## src/hw/rtl/stir_gesture_scroll_detector_defines.svh

```systemverilog
// assertion macros shared by the stir scroll detector
`ifndef STIR_GESTURE_SCROLL_DETECTOR_DEFINES_SVH
`define STIR_GESTURE_SCROLL_DETECTOR_DEFINES_SVH

// same-cycle implication, checked on every rising clock edge out of reset
`define SGS_ASSERT_NOW(label, ante, cons, msg) \
   label: assert property (@(posedge clock) disable iff (reset) (ante) |-> (cons)) \
      else $error(msg);

// next-cycle implication
`define SGS_ASSERT_NEXT(label, ante, cons, msg) \
   label: assert property (@(posedge clock) disable iff (reset) (ante) |=> (cons)) \
      else $error(msg);

`endif

```

## src/hw/rtl/sgs_pkg.sv

```systemverilog
// types, constants and tables of the stir scroll detector
package sgs_pkg;

   localparam int CORDIC_STEPS    = 16;
   localparam int ANGLE_FRAC_BITS = 12;

   // turn angle width: |angle| stays below 4 rad
   localparam int DTH_W    = ANGLE_FRAC_BITS + 4;
   localparam int CORDIC_W = 38;
   localparam int Z_W      = 34;
   localparam int PROD_W   = 34;
   localparam int SQ_IN_W  = 40;
   localparam int SQ_OUT_W = 20;
   localparam int CMP_W    = 24 + ANGLE_FRAC_BITS + 8;

   localparam logic [Z_W-1:0] Q30_HALF_PI = Z_W'(1686629713);
   localparam logic [23:0]    ANG_THR     = 24'((3 << ANGLE_FRAC_BITS) / 10);

   typedef enum logic [1:0] {
      CLS_OFF,
      CLS_BUTTON,
      CLS_NOISE,
      CLS_MOTION
   } cls_type;

   typedef enum logic [2:0] {
      CSR_ENTER_ANGLE,
      CSR_MAX_RADIUS,
      CSR_MIN_PATH,
      CSR_STROKE_MAX_MS,
      CSR_SCROLL_IDLE_MS,
      CSR_STROKE_GAP_MS,
      CSR_EXIT_COOLDOWN_MS,
      CSR_MAX_DISPLACE
   } csr_idx_type;

   typedef enum logic [3:0] {
      ST_IDLE,
      ST_DECIDE,
      ST_AGE,
      ST_PROD,
      ST_WAIT,
      ST_ACCUM,
      ST_DISP,
      ST_CHECK,
      ST_SCROLL,
      ST_OUT
   } back_state_type;

   typedef struct packed {
      logic signed [15:0] dx;
      logic signed [15:0] dy;
      logic signed [7:0]  wheel_v;
      logic signed [7:0]  wheel_h;
      logic               buttons_held;
      logic               drag_mode;
      logic               detect_enabled;
      logic [15:0]        now_ms;
   } req_type;

   typedef struct packed {
      logic signed [15:0] out_x;
      logic signed [15:0] out_y;
      logic signed [7:0]  out_h;
      logic signed [7:0]  out_v;
      logic               scroll_active;
   } rsp_type;

   typedef struct packed {
      logic [16:0] enter_angle;
      logic [11:0] max_radius;
      logic [15:0] min_path;
      logic [15:0] stroke_max_ms;
      logic [15:0] scroll_idle_ms;
      logic [15:0] stroke_gap_ms;
      logic [15:0] exit_cooldown_ms;
      logic [11:0] max_displace;
   } cfg_type;

   typedef struct packed {
      req_type req;
      cls_type cls;
   } qent_type;

   // arctangent of 2^-i in Q30, truncated
   function automatic logic [29:0] atan_q30(input logic [4:0] idx);
      logic [29:0] v;
      case (idx)
         5'd0:    v = 30'h3243F6A8;
         5'd1:    v = 30'h1DAC6705;
         5'd2:    v = 30'h0FADBAFC;
         5'd3:    v = 30'h07F56EA6;
         5'd4:    v = 30'h03FEAB76;
         5'd5:    v = 30'h01FFD55B;
         5'd6:    v = 30'h00FFFAAA;
         5'd7:    v = 30'h007FFF55;
         5'd8:    v = 30'h003FFFEA;
         5'd9:    v = 30'h001FFFFD;
         5'd10:   v = 30'h000FFFFF;
         5'd11:   v = 30'h0007FFFF;
         5'd12:   v = 30'h0003FFFF;
         5'd13:   v = 30'h0001FFFF;
         5'd14:   v = 30'h0000FFFF;
         5'd15:   v = 30'h00007FFF;
         5'd16:   v = 30'h00003FFF;
         5'd17:   v = 30'h00001FFF;
         5'd18:   v = 30'h00000FFF;
         5'd19:   v = 30'h000007FF;
         5'd20:   v = 30'h000003FF;
         5'd21:   v = 30'h000001FF;
         5'd22:   v = 30'h000000FF;
         5'd23:   v = 30'h0000007F;
         default: v = '0;
      endcase
      return v;
   endfunction

endpackage

```

## src/hw/rtl/sgs_front.sv

```systemverilog
// request intake: classification and a two-entry queue toward the back end
module sgs_front (
   input  logic              clock,
   input  logic              reset,
   input  logic              req_valid,
   output logic              req_stall,
   input  sgs_pkg::req_type  req_data,
   output logic              q_valid,
   output sgs_pkg::qent_type q_data,
   input  logic              q_pop
);
   import sgs_pkg::*;

   qent_type   slot_ff [2];
   logic       wr_ptr_ff, wr_ptr_in;
   logic       rd_ptr_ff, rd_ptr_in;
   logic [1:0] count_ff, count_in;
   qent_type   ent;
   logic       push;
   logic       small_x, small_y;

   // classify the request
   assign small_x = (req_data.dx == 16'sd0) || (req_data.dx == 16'sd1) ||
                    (req_data.dx == -16'sd1);
   assign small_y = (req_data.dy == 16'sd0) || (req_data.dy == 16'sd1) ||
                    (req_data.dy == -16'sd1);

   always_comb begin
      ent.req = req_data;
      if (!req_data.detect_enabled) begin
         ent.cls = CLS_OFF;
      end else if (req_data.drag_mode || req_data.buttons_held) begin
         ent.cls = CLS_BUTTON;
      end else if (small_x && small_y) begin
         ent.cls = CLS_NOISE;
      end else begin
         ent.cls = CLS_MOTION;
      end
   end

   // queue pointers
   assign req_stall = (count_ff == 2'd2);
   assign push      = req_valid && !req_stall;
   assign q_valid   = (count_ff != 2'd0);
   assign q_data    = slot_ff[rd_ptr_ff];

   always_comb begin
      wr_ptr_in = wr_ptr_ff ^ push;
      rd_ptr_in = rd_ptr_ff ^ q_pop;
      count_in  = count_ff + {1'b0, push} - {1'b0, q_pop};
   end

   always_ff @(posedge clock) begin
      if (reset) begin
         wr_ptr_ff <= 1'b0;
         rd_ptr_ff <= 1'b0;
         count_ff  <= 2'd0;
      end else begin
         wr_ptr_ff <= wr_ptr_in;
         rd_ptr_ff <= rd_ptr_in;
         count_ff  <= count_in;
      end
   end

   // queue storage
   always_ff @(posedge clock) begin
      if (push) begin
         slot_ff[wr_ptr_ff] <= ent;
      end
   end

endmodule

```

## src/hw/rtl/sgs_cordic.sv

```systemverilog
// iterative vectoring cordic: atan2(y, x) one rotation per cycle
module sgs_cordic (
   input  logic                                   clock,
   input  logic                                   reset,
   input  logic                                   start,
   input  logic signed [sgs_pkg::PROD_W-1:0]      y_val,
   input  logic signed [sgs_pkg::PROD_W-1:0]      x_val,
   output logic                                   busy,
   output logic signed [sgs_pkg::DTH_W-1:0]       angle
);
   import sgs_pkg::*;

   localparam int CS_W = (CORDIC_STEPS > 1) ? $clog2(CORDIC_STEPS) : 1;
   localparam int SH   = 30 - ANGLE_FRAC_BITS;

   logic signed [CORDIC_W-1:0] x_ff, x_in, y_ff, y_in;
   logic signed [Z_W-1:0]      z_ff, z_in;
   logic                       zero_ff, zero_in;
   logic                       busy_ff, busy_in;
   logic [CS_W-1:0]            cnt_ff, cnt_in;
   logic signed [CORDIC_W-1:0] xe, ye, xs, ys;
   logic signed [Z_W-1:0]      at, zr;

   assign xe = CORDIC_W'(x_val);
   assign ye = CORDIC_W'(y_val);
   assign xs = x_ff >>> cnt_ff;
   assign ys = y_ff >>> cnt_ff;
   assign at = $signed({{(Z_W-30){1'b0}}, atan_q30(5'(cnt_ff))});

   // load with quadrant pre-rotation, then one rotation per cycle
   always_comb begin
      x_in    = x_ff;
      y_in    = y_ff;
      z_in    = z_ff;
      zero_in = zero_ff;
      busy_in = busy_ff;
      cnt_in  = cnt_ff;
      if (start) begin
         zero_in = (x_val == '0) && (y_val == '0);
         busy_in = 1'b1;
         cnt_in  = '0;
         if (!xe[CORDIC_W-1]) begin
            x_in = xe;
            y_in = ye;
            z_in = '0;
         end else if (!ye[CORDIC_W-1]) begin
            x_in = ye;
            y_in = -xe;
            z_in = $signed(Q30_HALF_PI);
         end else begin
            x_in = -ye;
            y_in = xe;
            z_in = -$signed(Q30_HALF_PI);
         end
      end else if (busy_ff) begin
         if (!y_ff[CORDIC_W-1]) begin
            x_in = x_ff + ys;
            y_in = y_ff - xs;
            z_in = z_ff + at;
         end else begin
            x_in = x_ff - ys;
            y_in = y_ff + xs;
            z_in = z_ff - at;
         end
         cnt_in = cnt_ff + 1'b1;
         if (cnt_ff == CS_W'(CORDIC_STEPS - 1)) begin
            busy_in = 1'b0;
         end
      end
   end

   always_ff @(posedge clock) begin
      if (reset) begin
         busy_ff <= 1'b0;
      end else begin
         busy_ff <= busy_in;
      end
   end

   always_ff @(posedge clock) begin
      x_ff    <= x_in;
      y_ff    <= y_in;
      z_ff    <= z_in;
      zero_ff <= zero_in;
      cnt_ff  <= cnt_in;
   end

   // round half up to the angle format
   assign zr    = (z_ff + Z_W'(1 << (SH - 1))) >>> SH;
   assign busy  = busy_ff;
   assign angle = zero_ff ? '0 : zr[DTH_W-1:0];

endmodule

```

## src/hw/rtl/sgs_isqrt.sv

```systemverilog
// bit-pair integer square root, one result bit per cycle
module sgs_isqrt (
   input  logic                           clock,
   input  logic                           reset,
   input  logic                           start,
   input  logic [sgs_pkg::SQ_IN_W-1:0]    n_val,
   output logic                           busy,
   output logic [sgs_pkg::SQ_OUT_W-1:0]   root
);
   import sgs_pkg::*;

   localparam int CNT_W = $clog2(SQ_OUT_W);

   logic [SQ_IN_W-1:0] n_ff, n_in, r_ff, r_in, b_ff, b_in;
   logic [SQ_IN_W:0]   trial;
   logic               busy_ff, busy_in;
   logic [CNT_W-1:0]   cnt_ff, cnt_in;

   assign trial = {1'b0, r_ff} + {1'b0, b_ff};

   always_comb begin
      n_in    = n_ff;
      r_in    = r_ff;
      b_in    = b_ff;
      busy_in = busy_ff;
      cnt_in  = cnt_ff;
      if (start) begin
         n_in    = n_val;
         r_in    = '0;
         b_in    = SQ_IN_W'(1) << (SQ_IN_W - 2);
         busy_in = 1'b1;
         cnt_in  = '0;
      end else if (busy_ff) begin
         if ({1'b0, n_ff} >= trial) begin
            n_in = n_ff - trial[SQ_IN_W-1:0];
            r_in = (r_ff >> 1) + b_ff;
         end else begin
            r_in = r_ff >> 1;
         end
         b_in   = b_ff >> 2;
         cnt_in = cnt_ff + 1'b1;
         if (cnt_ff == CNT_W'(SQ_OUT_W - 1)) begin
            busy_in = 1'b0;
         end
      end
   end

   always_ff @(posedge clock) begin
      if (reset) begin
         busy_ff <= 1'b0;
      end else begin
         busy_ff <= busy_in;
      end
   end

   always_ff @(posedge clock) begin
      n_ff   <= n_in;
      r_ff   <= r_in;
      b_ff   <= b_in;
      cnt_ff <= cnt_in;
   end

   assign busy = busy_ff;
   assign root = r_ff[SQ_OUT_W-1:0];

endmodule

```

## src/hw/rtl/sgs_back.sv

```systemverilog
// execution sequencer: stroke accumulators, arming decision and scroll output
module sgs_back (
   input  logic                                 clock,
   input  logic                                 reset,
   input  sgs_pkg::cfg_type                     cfg,
   input  logic                                 q_valid,
   input  sgs_pkg::qent_type                    q_data,
   output logic                                 q_pop,
   output logic                                 unit_start,
   output logic signed [sgs_pkg::PROD_W-1:0]    cor_y,
   output logic signed [sgs_pkg::PROD_W-1:0]    cor_x,
   input  logic                                 cor_busy,
   input  logic signed [sgs_pkg::DTH_W-1:0]     cor_angle,
   output logic [sgs_pkg::SQ_IN_W-1:0]          isq_n,
   input  logic                                 isq_busy,
   input  logic [sgs_pkg::SQ_OUT_W-1:0]         isq_root,
   output logic                                 rsp_valid,
   input  logic                                 rsp_stall,
   output sgs_pkg::rsp_type                     rsp_data
);
   import sgs_pkg::*;

   back_state_type     st_ff, st_in;
   logic [1:0]         cnt_ff, cnt_in;
   req_type            item_ff, item_in;
   cls_type            cls_ff, cls_in;
   rsp_type            res_ff, res_in;
   logic signed [23:0] angle_sum_ff, angle_sum_in;
   logic [23:0]        abs_sum_ff, abs_sum_in;
   logic [23:0]        path_ff, path_in;
   logic signed [17:0] netx_ff, netx_in, nety_ff, nety_in;
   logic signed [15:0] prevx_ff, prevx_in, prevy_ff, prevy_in;
   logic               have_prev_ff, have_prev_in;
   logic               armed_ff, armed_in;
   logic signed [19:0] frac_ff, frac_in;
   logic [15:0]        last_motion_ff, last_motion_in;
   logic [15:0]        last_exit_ff, last_exit_in;
   logic [15:0]        stroke_start_ff, stroke_start_in;
   logic               seeded_ff, seeded_in;
   logic signed [PROD_W-1:0] dot_ff, dot_in, crs_ff, crs_in;
   logic [31:0]        mag_ff, mag_in;
   logic [36:0]        d2_ff, d2_in;
   logic [23:0]        lim_ff, lim_in;
   logic [35:0]        rad_ff, rad_in;
   logic               rsp_valid_ff, rsp_valid_in;
   rsp_type            rsp_data_ff, rsp_data_in;
   logic               restart, leave;

   // elapsed times
   logic [15:0] now, since_motion, since_start, since_exit;
   assign now          = item_ff.now_ms;
   assign since_motion = now - last_motion_ff;
   assign since_start  = now - stroke_start_ff;
   assign since_exit   = now - last_exit_ff;

   // shared multiplier
   logic signed [24:0] mul_a, mul_b;
   logic signed [49:0] mul_p;
   assign mul_p = mul_a * mul_b;

   // accumulator updates with saturation
   logic [23:0]        ang_abs;
   logic signed [24:0] dth_w, asum_w;
   logic signed [23:0] asum_sat;
   logic [24:0]        dth_abs, abs_w, path_w;
   logic signed [18:0] netx_w, nety_w;
   logic signed [17:0] netx_sat, nety_sat;
   assign ang_abs  = angle_sum_ff[23] ? 24'(-angle_sum_ff) : 24'(angle_sum_ff);
   assign dth_w    = 25'(cor_angle);
   assign asum_w   = 25'(angle_sum_ff) + dth_w;
   assign asum_sat = (asum_w > 25'sd8388607) ? 24'sd8388607 :
                     (asum_w < -25'sd8388607) ? -24'sd8388607 : asum_w[23:0];
   assign dth_abs  = dth_w[24] ? 25'(-dth_w) : 25'(dth_w);
   assign abs_w    = {1'b0, abs_sum_ff} + dth_abs;
   assign path_w   = {1'b0, path_ff} + 25'(isq_root);
   assign netx_w   = 19'(netx_ff) + 19'(item_ff.dx);
   assign nety_w   = 19'(nety_ff) + 19'(item_ff.dy);
   assign netx_sat = (netx_w > 19'sd131071) ? 18'sd131071 :
                     (netx_w < -19'sd131071) ? -18'sd131071 : netx_w[17:0];
   assign nety_sat = (nety_w > 19'sd131071) ? 18'sd131071 :
                     (nety_w < -19'sd131071) ? -18'sd131071 : nety_w[17:0];

   // scroll: fraction in quarter units, whole units toward zero
   logic signed [20:0] f_w, f_ext;
   logic signed [19:0] f_sat, f_rem;
   logic [20:0]        f_mag;
   logic [6:0]         u_mag;
   logic signed [7:0]  units;
   logic signed [9:0]  v_w;
   logic signed [7:0]  v_sat;
   assign f_w   = 21'(frac_ff) - 21'(item_ff.dy);
   assign f_sat = (f_w > 21'sd524287) ? 20'sd524287 :
                  (f_w < -21'sd524288) ? -20'sd524288 : f_w[19:0];
   assign f_ext = 21'(f_sat);
   assign f_mag = f_ext[20] ? 21'(-f_ext) : 21'(f_ext);
   assign u_mag = (f_mag[20:2] > 19'd127) ? 7'd127 : f_mag[8:2];
   assign units = f_sat[19] ? -$signed({1'b0, u_mag}) : $signed({1'b0, u_mag});
   assign f_rem = f_sat - (20'(units) <<< 2);
   assign v_w   = 10'(item_ff.wheel_v) + 10'(units);
   assign v_sat = (v_w > 10'sd127) ? 8'sd127 : (v_w < -10'sd127) ? -8'sd127 : v_w[7:0];

   // arming test
   logic [CMP_W-1:0] path_lhs, rad_rhs;
   logic             arm_ok, too_far;
   assign path_lhs = CMP_W'(path_ff) << ANGLE_FRAC_BITS;
   assign rad_rhs  = CMP_W'(rad_ff) << 4;
   assign too_far  = d2_ff > {13'b0, lim_ff};
   assign arm_ok   = (since_exit > cfg.exit_cooldown_ms) &&
                     (ang_abs > 24'(cfg.enter_angle)) &&
                     (path_ff > {4'b0, cfg.min_path, 4'b0}) &&
                     (ang_abs > ANG_THR) && (path_lhs < rad_rhs);

   // unit operands
   assign cor_y = crs_ff;
   assign cor_x = dot_ff;
   assign isq_n = {mag_in, 8'b0};

   // multiplier operands
   always_comb begin
      mul_a = '0;
      mul_b = '0;
      if (st_ff == ST_PROD) begin
         case (cnt_ff)
            2'd0:    begin mul_a = 25'(prevx_ff); mul_b = 25'(item_ff.dx); end
            2'd1:    begin mul_a = 25'(prevy_ff); mul_b = 25'(item_ff.dy); end
            2'd2:    begin mul_a = 25'(prevx_ff); mul_b = 25'(item_ff.dy); end
            default: begin mul_a = 25'(prevy_ff); mul_b = 25'(item_ff.dx); end
         endcase
      end else if (st_ff == ST_DISP) begin
         case (cnt_ff)
            2'd0:    begin mul_a = 25'(netx_ff); mul_b = 25'(netx_ff); end
            2'd1:    begin mul_a = 25'(nety_ff); mul_b = 25'(nety_ff); end
            2'd2: begin
               mul_a = $signed(25'(cfg.max_displace));
               mul_b = $signed(25'(cfg.max_displace));
            end
            default: begin
               mul_a = $signed(25'(cfg.max_radius));
               mul_b = $signed(25'(ang_abs));
            end
         endcase
      end else if (st_ff == ST_WAIT && !unit_start) begin
         mul_a = 25'(item_ff.dx);
         mul_b = 25'(item_ff.dx);
      end else if (st_ff == ST_WAIT) begin
         mul_a = 25'(item_ff.dy);
         mul_b = 25'(item_ff.dy);
      end
   end

   // sequencer
   always_comb begin
      st_in           = st_ff;
      cnt_in          = cnt_ff;
      item_in         = item_ff;
      cls_in          = cls_ff;
      res_in          = res_ff;
      angle_sum_in    = angle_sum_ff;
      abs_sum_in      = abs_sum_ff;
      path_in         = path_ff;
      netx_in         = netx_ff;
      nety_in         = nety_ff;
      prevx_in        = prevx_ff;
      prevy_in        = prevy_ff;
      have_prev_in    = have_prev_ff;
      armed_in        = armed_ff;
      frac_in         = frac_ff;
      last_motion_in  = last_motion_ff;
      last_exit_in    = last_exit_ff;
      stroke_start_in = stroke_start_ff;
      seeded_in       = seeded_ff;
      dot_in          = dot_ff;
      crs_in          = crs_ff;
      mag_in          = mag_ff;
      d2_in           = d2_ff;
      lim_in          = lim_ff;
      rad_in          = rad_ff;
      rsp_data_in     = rsp_data_ff;
      rsp_valid_in    = rsp_valid_ff && rsp_stall;
      q_pop           = 1'b0;
      unit_start      = 1'b0;
      restart         = 1'b0;
      leave           = 1'b0;

      case (st_ff)
         ST_IDLE: begin
            if (q_valid) begin
               q_pop   = 1'b1;
               item_in = q_data.req;
               cls_in  = q_data.cls;
               // the first request seeds the time stamps
               if (!seeded_ff) begin
                  last_motion_in  = q_data.req.now_ms;
                  last_exit_in    = q_data.req.now_ms;
                  stroke_start_in = q_data.req.now_ms;
                  seeded_in       = 1'b1;
               end
               st_in = ST_DECIDE;
            end
         end
         ST_DECIDE: begin
            res_in.out_x         = item_ff.dx;
            res_in.out_y         = item_ff.dy;
            res_in.out_h         = item_ff.wheel_h;
            res_in.out_v         = item_ff.wheel_v;
            res_in.scroll_active = 1'b0;
            st_in                = ST_OUT;
            case (cls_ff)
               CLS_OFF: begin
                  leave = armed_ff;
               end
               CLS_BUTTON: begin
                  leave          = armed_ff;
                  restart        = !armed_ff;
                  frac_in        = '0;
                  last_motion_in = now;
               end
               CLS_NOISE: begin
                  if (armed_ff) begin
                     res_in.out_x = '0;
                     res_in.out_y = '0;
                     res_in.out_h = '0;
                     leave        = since_motion > cfg.scroll_idle_ms;
                  end else begin
                     restart = since_motion > cfg.stroke_gap_ms;
                  end
               end
               default: begin
                  // real motion: gap check, then scroll or stroke tracking
                  if (armed_ff) begin
                     if (since_motion > cfg.scroll_idle_ms) begin
                        leave   = 1'b1;
                        frac_in = '0;
                        st_in   = ST_AGE;
                     end else begin
                        st_in = ST_SCROLL;
                     end
                  end else begin
                     if (since_motion > cfg.stroke_gap_ms) begin
                        restart = 1'b1;
                        frac_in = '0;
                     end
                     st_in = ST_AGE;
                  end
                  last_motion_in = now;
               end
            endcase
         end
         ST_AGE: begin
            restart = since_start > cfg.stroke_max_ms;
            cnt_in  = '0;
            st_in   = (have_prev_ff && !restart) ? ST_PROD : ST_OUT;
         end
         ST_PROD: begin
            // dot and cross products of previous and current vector
            case (cnt_ff)
               2'd0:    dot_in = $signed(mul_p[PROD_W-1:0]);
               2'd1:    dot_in = dot_ff + $signed(mul_p[PROD_W-1:0]);
               2'd2:    crs_in = $signed(mul_p[PROD_W-1:0]);
               default: crs_in = crs_ff - $signed(mul_p[PROD_W-1:0]);
            endcase
            cnt_in = cnt_ff + 1'b1;
            if (cnt_ff == 2'd3) begin
               st_in = ST_WAIT;
            end
         end
         ST_WAIT: begin
            // squared magnitude from dx and dy in turn, then both units run
            if (!cor_busy && !isq_busy && cnt_ff == 2'd0) begin
               mag_in = mul_p[31:0];
               cnt_in = 2'd1;
            end else if (cnt_ff == 2'd1) begin
               unit_start = 1'b1;
               mag_in     = mag_ff + mul_p[31:0];
               cnt_in     = 2'd2;
            end else if (!cor_busy && !isq_busy && cnt_ff == 2'd2) begin
               st_in = ST_ACCUM;
            end
         end
         ST_ACCUM: begin
            angle_sum_in = asum_sat;
            abs_sum_in   = abs_w[24] ? 24'hFFFFFF : abs_w[23:0];
            path_in      = path_w[24] ? 24'hFFFFFF : path_w[23:0];
            netx_in      = netx_sat;
            nety_in      = nety_sat;
            cnt_in       = '0;
            st_in        = ST_DISP;
         end
         ST_DISP: begin
            case (cnt_ff)
               2'd0:    d2_in  = mul_p[36:0];
               2'd1:    d2_in  = d2_ff + mul_p[36:0];
               2'd2:    lim_in = mul_p[23:0];
               default: rad_in = mul_p[35:0];
            endcase
            cnt_in = cnt_ff + 1'b1;
            if (cnt_ff == 2'd3) begin
               st_in = ST_CHECK;
            end
         end
         ST_CHECK: begin
            if (too_far) begin
               restart = 1'b1;
               st_in   = ST_OUT;
            end else if (arm_ok) begin
               armed_in = 1'b1;
               frac_in  = '0;
               st_in    = ST_SCROLL;
            end else begin
               st_in = ST_OUT;
            end
         end
         ST_SCROLL: begin
            frac_in      = f_rem;
            res_in.out_x = '0;
            res_in.out_y = '0;
            res_in.out_h = '0;
            res_in.out_v = v_sat;
            st_in        = ST_OUT;
         end
         ST_OUT: begin
            if (!rsp_valid_ff || !rsp_stall) begin
               rsp_data_in               = res_ff;
               rsp_data_in.scroll_active = armed_ff;
               rsp_valid_in              = 1'b1;
               if (cls_ff == CLS_MOTION) begin
                  prevx_in     = item_ff.dx;
                  prevy_in     = item_ff.dy;
                  have_prev_in = 1'b1;
               end
               st_in = ST_IDLE;
            end
         end
         default: begin
            st_in = ST_IDLE;
         end
      endcase

      // disarm implies a stroke restart
      if (leave) begin
         armed_in     = 1'b0;
         last_exit_in = now;
         frac_in      = '0;
         restart      = 1'b1;
      end
      if (restart) begin
         angle_sum_in    = '0;
         abs_sum_in      = '0;
         path_in         = '0;
         netx_in         = '0;
         nety_in         = '0;
         have_prev_in    = 1'b0;
         stroke_start_in = now;
      end
   end

   // control and model state
   always_ff @(posedge clock) begin
      if (reset) begin
         st_ff           <= ST_IDLE;
         angle_sum_ff    <= '0;
         abs_sum_ff      <= '0;
         path_ff         <= '0;
         netx_ff         <= '0;
         nety_ff         <= '0;
         prevx_ff        <= '0;
         prevy_ff        <= '0;
         have_prev_ff    <= 1'b0;
         armed_ff        <= 1'b0;
         frac_ff         <= '0;
         last_motion_ff  <= '0;
         last_exit_ff    <= '0;
         stroke_start_ff <= '0;
         seeded_ff       <= 1'b0;
         rsp_valid_ff    <= 1'b0;
      end else begin
         st_ff           <= st_in;
         angle_sum_ff    <= angle_sum_in;
         abs_sum_ff      <= abs_sum_in;
         path_ff         <= path_in;
         netx_ff         <= netx_in;
         nety_ff         <= nety_in;
         prevx_ff        <= prevx_in;
         prevy_ff        <= prevy_in;
         have_prev_ff    <= have_prev_in;
         armed_ff        <= armed_in;
         frac_ff         <= frac_in;
         last_motion_ff  <= last_motion_in;
         last_exit_ff    <= last_exit_in;
         stroke_start_ff <= stroke_start_in;
         seeded_ff       <= seeded_in;
         rsp_valid_ff    <= rsp_valid_in;
      end
   end

   // working registers
   always_ff @(posedge clock) begin
      cnt_ff      <= cnt_in;
      item_ff     <= item_in;
      cls_ff      <= cls_in;
      res_ff      <= res_in;
      dot_ff      <= dot_in;
      crs_ff      <= crs_in;
      mag_ff      <= mag_in;
      d2_ff       <= d2_in;
      lim_ff      <= lim_in;
      rad_ff      <= rad_in;
      rsp_data_ff <= rsp_data_in;
   end

   assign rsp_valid = rsp_valid_ff;
   assign rsp_data  = rsp_data_ff;

endmodule

```

## src/hw/rtl/stir_gesture_scroll_detector.sv

```systemverilog
// top level of the trackball stir-to-scroll detector
//
// Requests carry one motion report (dx, dy, wheels, button and drag flags,
// detection enable, millisecond time stamp); every request gives exactly one
// response report, in order. Both channels move on valid high and stall low.
// A two-entry request queue and a response register let the intake and the
// output side stall independently of the sequencer.
// Pass-through, noise and button reports pass the decide and output states,
// armed-scroll reports also the scroll state; a tracked stroke report runs
// the product steps, the square root unit (20 result bits, one at a time)
// alongside the 16-step cordic and the check steps (and scroll if it arms).
// Reports are handled one at a time. A stalled response holds; the sequencer
// waits before writing the next one and the queue fills and stalls requests
// after two more. Reset (synchronous, active high) clears all stroke and
// scroll state and loads the register defaults; the first report seeds the
// time stamps. Registers are to be written through csr_we/csr_addr/csr_wdata
// while idle; the block leaves this rule to the user.
`include "stir_gesture_scroll_detector_defines.svh"

module stir_gesture_scroll_detector (
   input  logic             clock,
   input  logic             reset,
   input  logic             req_valid,
   output logic             req_stall,
   input  sgs_pkg::req_type req_data,
   output logic             rsp_valid,
   input  logic             rsp_stall,
   output sgs_pkg::rsp_type rsp_data,
   input  logic             csr_we,
   input  logic [2:0]       csr_addr,
   input  logic [16:0]      csr_wdata
);
   import sgs_pkg::*;

   cfg_type                  cfg_ff, cfg_in;
   logic                     q_valid, q_pop;
   qent_type                 q_data;
   logic                     unit_start, cor_busy, isq_busy;
   logic signed [PROD_W-1:0] cor_y, cor_x;
   logic signed [DTH_W-1:0]  cor_angle;
   logic [SQ_IN_W-1:0]       isq_n;
   logic [SQ_OUT_W-1:0]      isq_root;

   // configuration registers
   always_comb begin
      cfg_in = cfg_ff;
      if (csr_we) begin
         case (csr_idx_type'(csr_addr))
            CSR_ENTER_ANGLE:      cfg_in.enter_angle      = csr_wdata;
            CSR_MAX_RADIUS:       cfg_in.max_radius       = csr_wdata[11:0];
            CSR_MIN_PATH:         cfg_in.min_path         = csr_wdata[15:0];
            CSR_STROKE_MAX_MS:    cfg_in.stroke_max_ms    = csr_wdata[15:0];
            CSR_SCROLL_IDLE_MS:   cfg_in.scroll_idle_ms   = csr_wdata[15:0];
            CSR_STROKE_GAP_MS:    cfg_in.stroke_gap_ms    = csr_wdata[15:0];
            CSR_EXIT_COOLDOWN_MS: cfg_in.exit_cooldown_ms = csr_wdata[15:0];
            CSR_MAX_DISPLACE:     cfg_in.max_displace     = csr_wdata[11:0];
            default:              cfg_in = cfg_ff;
         endcase
      end
   end

   always_ff @(posedge clock) begin
      if (reset) begin
         cfg_ff.enter_angle      <= 17'd20480;
         cfg_ff.max_radius       <= 12'd392;
         cfg_ff.min_path         <= 16'd250;
         cfg_ff.stroke_max_ms    <= 16'd1500;
         cfg_ff.scroll_idle_ms   <= 16'd600;
         cfg_ff.stroke_gap_ms    <= 16'd250;
         cfg_ff.exit_cooldown_ms <= 16'd200;
         cfg_ff.max_displace     <= 12'd200;
      end else begin
         cfg_ff <= cfg_in;
      end
   end

   sgs_front u_front (
      .clock     (clock),
      .reset     (reset),
      .req_valid (req_valid),
      .req_stall (req_stall),
      .req_data  (req_data),
      .q_valid   (q_valid),
      .q_data    (q_data),
      .q_pop     (q_pop)
   );

   sgs_cordic u_cordic (
      .clock (clock),
      .reset (reset),
      .start (unit_start),
      .y_val (cor_y),
      .x_val (cor_x),
      .busy  (cor_busy),
      .angle (cor_angle)
   );

   sgs_isqrt u_isqrt (
      .clock (clock),
      .reset (reset),
      .start (unit_start),
      .n_val (isq_n),
      .busy  (isq_busy),
      .root  (isq_root)
   );

   sgs_back u_back (
      .clock      (clock),
      .reset      (reset),
      .cfg        (cfg_ff),
      .q_valid    (q_valid),
      .q_data     (q_data),
      .q_pop      (q_pop),
      .unit_start (unit_start),
      .cor_y      (cor_y),
      .cor_x      (cor_x),
      .cor_busy   (cor_busy),
      .cor_angle  (cor_angle),
      .isq_n      (isq_n),
      .isq_busy   (isq_busy),
      .isq_root   (isq_root),
      .rsp_valid  (rsp_valid),
      .rsp_stall  (rsp_stall),
      .rsp_data   (rsp_data)
   );

   // sequencer never pops an empty queue
   `SGS_ASSERT_NOW(a_pop_nonempty, q_pop, q_valid, "request popped from empty queue")
   // units are started only when both are free
   `SGS_ASSERT_NOW(a_start_free, unit_start, !cor_busy && !isq_busy, "unit started while busy")
   // a start keeps both units busy on the next cycle
   `SGS_ASSERT_NEXT(a_start_busy, unit_start, cor_busy && isq_busy, "unit did not start")

endmodule

```

## config.mk

```make
export PLATFORM = sky130hd
export DESIGN_NAME = stir_gesture_scroll_detector
export DESIGN_NICKNAME = d
export VERILOG_FILES = /design/src/hw/rtl/sgs_pkg.sv /design/src/hw/rtl/sgs_front.sv /design/src/hw/rtl/sgs_cordic.sv /design/src/hw/rtl/sgs_isqrt.sv /design/src/hw/rtl/sgs_back.sv /design/src/hw/rtl/stir_gesture_scroll_detector.sv
export VERILOG_INCLUDE_DIRS = /design/src /design/src/hw/rtl
export SDC_FILE = /design/constraint.sdc
export NUM_CORES = 2
export LEC_CHECK = 0
export BUFFER_PORTS_ARGS = -buffer_cell sky130_fd_sc_hd__buf_4
export CORE_MARGIN = 2
export CORE_UTILIZATION = 30
export DETAILED_ROUTE_END_ITERATION = 8
export HOLD_SLACK_MARGIN = 0.02
export PLACE_DENSITY = 0.5
export SLEW_MARGIN = 20
export SYNTH_ARGS = -nofsm -noshare
export SYNTH_HDL_FRONTEND = slang
export SYNTH_HIERARCHICAL = 1
export SYNTH_SLANG_ARGS = --single-unit
```

## constraint.sdc

```tcl
create_clock -name clock -period 11.6 [get_ports clock]
set_input_delay 0.58 -clock clock [delete_from_list [all_inputs] [get_ports clock]]
set_output_delay 0.58 -clock clock [all_outputs]
set_load 0.02 [all_outputs]
```

==> flow_summary_export.csv <==
group,metric,value,unit
global_routing,grt_pass1_wl,510000,um
power,p_int,0.0108,W
route,vias_per_cell,5.39,
status,outcome,"completed",
floorplan,die_y,567,um
final_layout,drive_above_1_share,9.85,%
critical_path,crit_arrival,11700,ps
power,power_density,172,nW/um^2
cts,cts_buffer_depth,4,
cts,numClockSinks,1062,
final_layout,fill_cells,32300,
placement,dpl.hpwl,269000,um
global_routing,gr-usage-all-layers,20.5,%
timing,post-route-period-util,96.5,%
global_routing,met2_usage,33.3,%
timing,finalHoldViolCount,0,
route,first_pass_iters,8,
synthesis,postSynthCellCount,10600,
cts,cts_max_level,4,
global_routing,use_met3,2.35,%
route,drc,0,
synthesis,syn_avg_cell_area,9.00,sq um
synthesis,synth_warnings,6,
cts,cts-root-buf,"clkbuf_16",
timing,relSlewSlack,19.6,%
critical_path,crit_top_cell,"fa_1",
placement,io_buffers,142,
timing,tightestPinTransition,1200,ps
global_routing,grt.busiest_layer,"met2",
global_routing,overflow,0,
cts,clk_pin_slew_worst_paths,60,ps
floorplan,core_area,315000,sq um
critical_path,critPathKind,"reg2reg",
global_routing,grt_pass1_vias,79800,
route,routedWlPerCell,22.7,um
critical_path,cp_slowest_cell,"fa_1",
critical_path,worstPathRequired,12110,ps
cts,clk_latency,840,ps
floorplan,start_util,30.2,%
cts,cts_tree,"built",
global_routing,grt_max_degree,122,
route,via_count,81000,
cts,cts_made_buffers,141,
floorplan,die_area,321000,sq um
timing,fin_ws,409,ps
timing,period_minus_slack,11190,ps
power,combPwrFrac,47.7,%
power,sequentialPowerShare,28.2,%
floorplan,io_pins,143,
critical_path,cp_max_fo,16,
power,swShare,41.5,%
synthesis,syn_area,95000,sq um
power,vdd_drop_max,0.175,mV
final_layout,area_growth,13.3,%
timing,skew,67.1,ps
timing,slew_viol_final,0,
global_routing,use_met1,28.1,%
route,postRouteAntennaNets,0,
route,wirelength,341000,um
power,p_switching,0.00766,W
floorplan,rows,206,
placement,gp_congestion,0.949,
timing,clock.fmax,0.0894,GHz
timing,setup_viol,0,
timing,hold_ws,83.5,ps
global_routing,antenna_found_initial,15,
power,power.leakage,44.6,nW
floorplan,die_x,567,um
placement,place_ws,-14.7,ps
route,first_iter_violations,7275,
run,cap_violations,0,
critical_path,endpoint_kind,"register",
power,clockPowerShare,24.1,%
critical_path,startpoint_type,"register",
hold_path,hp-class,"in2reg",
final_layout,nNetsFinal,12100,
critical_path,slowest_delay,540,ps
cell type report:
class / count / area, sq um / area share [%]
Antenna cell: 5 / 12.5 / 0.0116
Clock buffer: 176 / 3820 / 3.55
Clock inverter: 72 / 738 / 0.686
Inverter: 955 / 3590 / 3.34
Multi-Input combinational cell: 8091 / 62500 / 58.1
Sequential cell: 1062 / 27400 / 25.5
Tap cell: 4160 / 5200 / 4.84
Timing Repair Buffer: 526 / 4290 / 3.99
placed cells by master (no fill, tap or decap), types with 118 or more instances in the layout:
master and n:
a21o_1 230, a21oi_1 711, a31oi_1 119, buf_4 441, clkbuf_16 146, dfxtp_1 442
edfxtp_1 613, fa_1 450, ha_1 780, inv_1 946, mux2_2 128, mux2i_1 297
nand2_1 1034, nand2b_1 205, nand3_1 151, nor2_1 852, nor2b_1 118, nor3_1 153
o21ai_0 512, xnor2_1 393, xor2_1 242
through the flow:
step / power, W / instance area [sq um] / cells / TNS (ps) / utilization, %
CTS: 0.0185 / 107000 / 15000 / 0 / 34.1
detailed placement: 0.0139 / 102000 / 14700 / -14.7 / 32.4
finish: 0.0185 / 108000 / 15000 / 0 / 34.2
floorplan: 0.0114 / 95000 / 10600 / 0 / -
global placement: 0.0138 / 102000 / 14700 / 0 / 32.4
global route: 0.0197 / 108000 / 15000 / -17.2 / 34.2
worst max-delay path, delay by kind of cell (launching register included):
kind,cells,cell delay (ps)
DFF,1,440
adders and majority gates,10,4140
xor gates and xnor gates,2,650
AOI/OAI and AO/OA,12,2580
muxes,1,440
buffers and inverters,12,1640
and+or+nand+nor,7,970
power by group through the flow:
stage                     Clock (W)  Combinational (W)  Sequential, W
after detailed placement          0            0.00865        0.00528
after global placement            0            0.00851        0.00528
after floorplan                   0            0.00629        0.00509
final                       0.00446            0.00880        0.00521
after global routing        0.00472            0.00975        0.00527
after CTS                   0.00459            0.00873        0.00521
sequential cells by signal, indices dropped and copies added (netlist names), 24 cells and up:
name,count
cfg_ff,121
u_back/angle_sum_ff,24
u_back/cor_x,34
u_back/cor_y,34
u_back/d2_ff,37
u_back/item_ff,48
u_back/lim_ff,24
u_back/mag_ff,32
u_back/path_ff,24
u_back/rad_ff,36
u_back/res_ff,48
u_back/rsp_data,49
u_cordic/at,29
u_cordic/x_ff,38
u_cordic/y_ff,38
u_cordic/z_ff,34
u_front/slot_ff,132
u_isqrt/n_ff,40
u_isqrt/r_ff,40
metal layers:
metal  share of wire (%)  vias to the layer above
li1                    -                    37900
met1                  45                    40000
met2                  46                     2572
met3                 5.4                      541
met4                 4.0                        6
met5               0.011                        -
path summary, 6_finish.rpt:
check / from / end / slack, ps / cells past startpoint
setup / recovery: u_back/cnt_ff[0]$_DFFE_PP_ / u_isqrt/n_ff[34]$_DFFE_PP_ / 410 / 44
hold / removal: csr_wdata[14] / cfg_ff[118]$_SDFFE_PP1P_ / 80 / 3
setup reg to reg: u_back/cnt_ff[0]$_DFFE_PP_ / u_isqrt/n_ff[34]$_DFFE_PP_ / 410 / 44
hold reg to reg: u_back/res_ff[28]$_SDFFCE_PP0P_ / u_back/rsp_data[28]$_DFFE_PP_ / 380 / 0
timing repair:
action,4_1_cts,5_1_grt
pin swaps,0,10
hold buffers,66,0
setup buffers,0,8
endpoints found under the setup margin,1,17
resized for setup,2,51
gates cloned,0,0
hold endpoints to repair,130,0
Power figures use the tool's default switching activity.
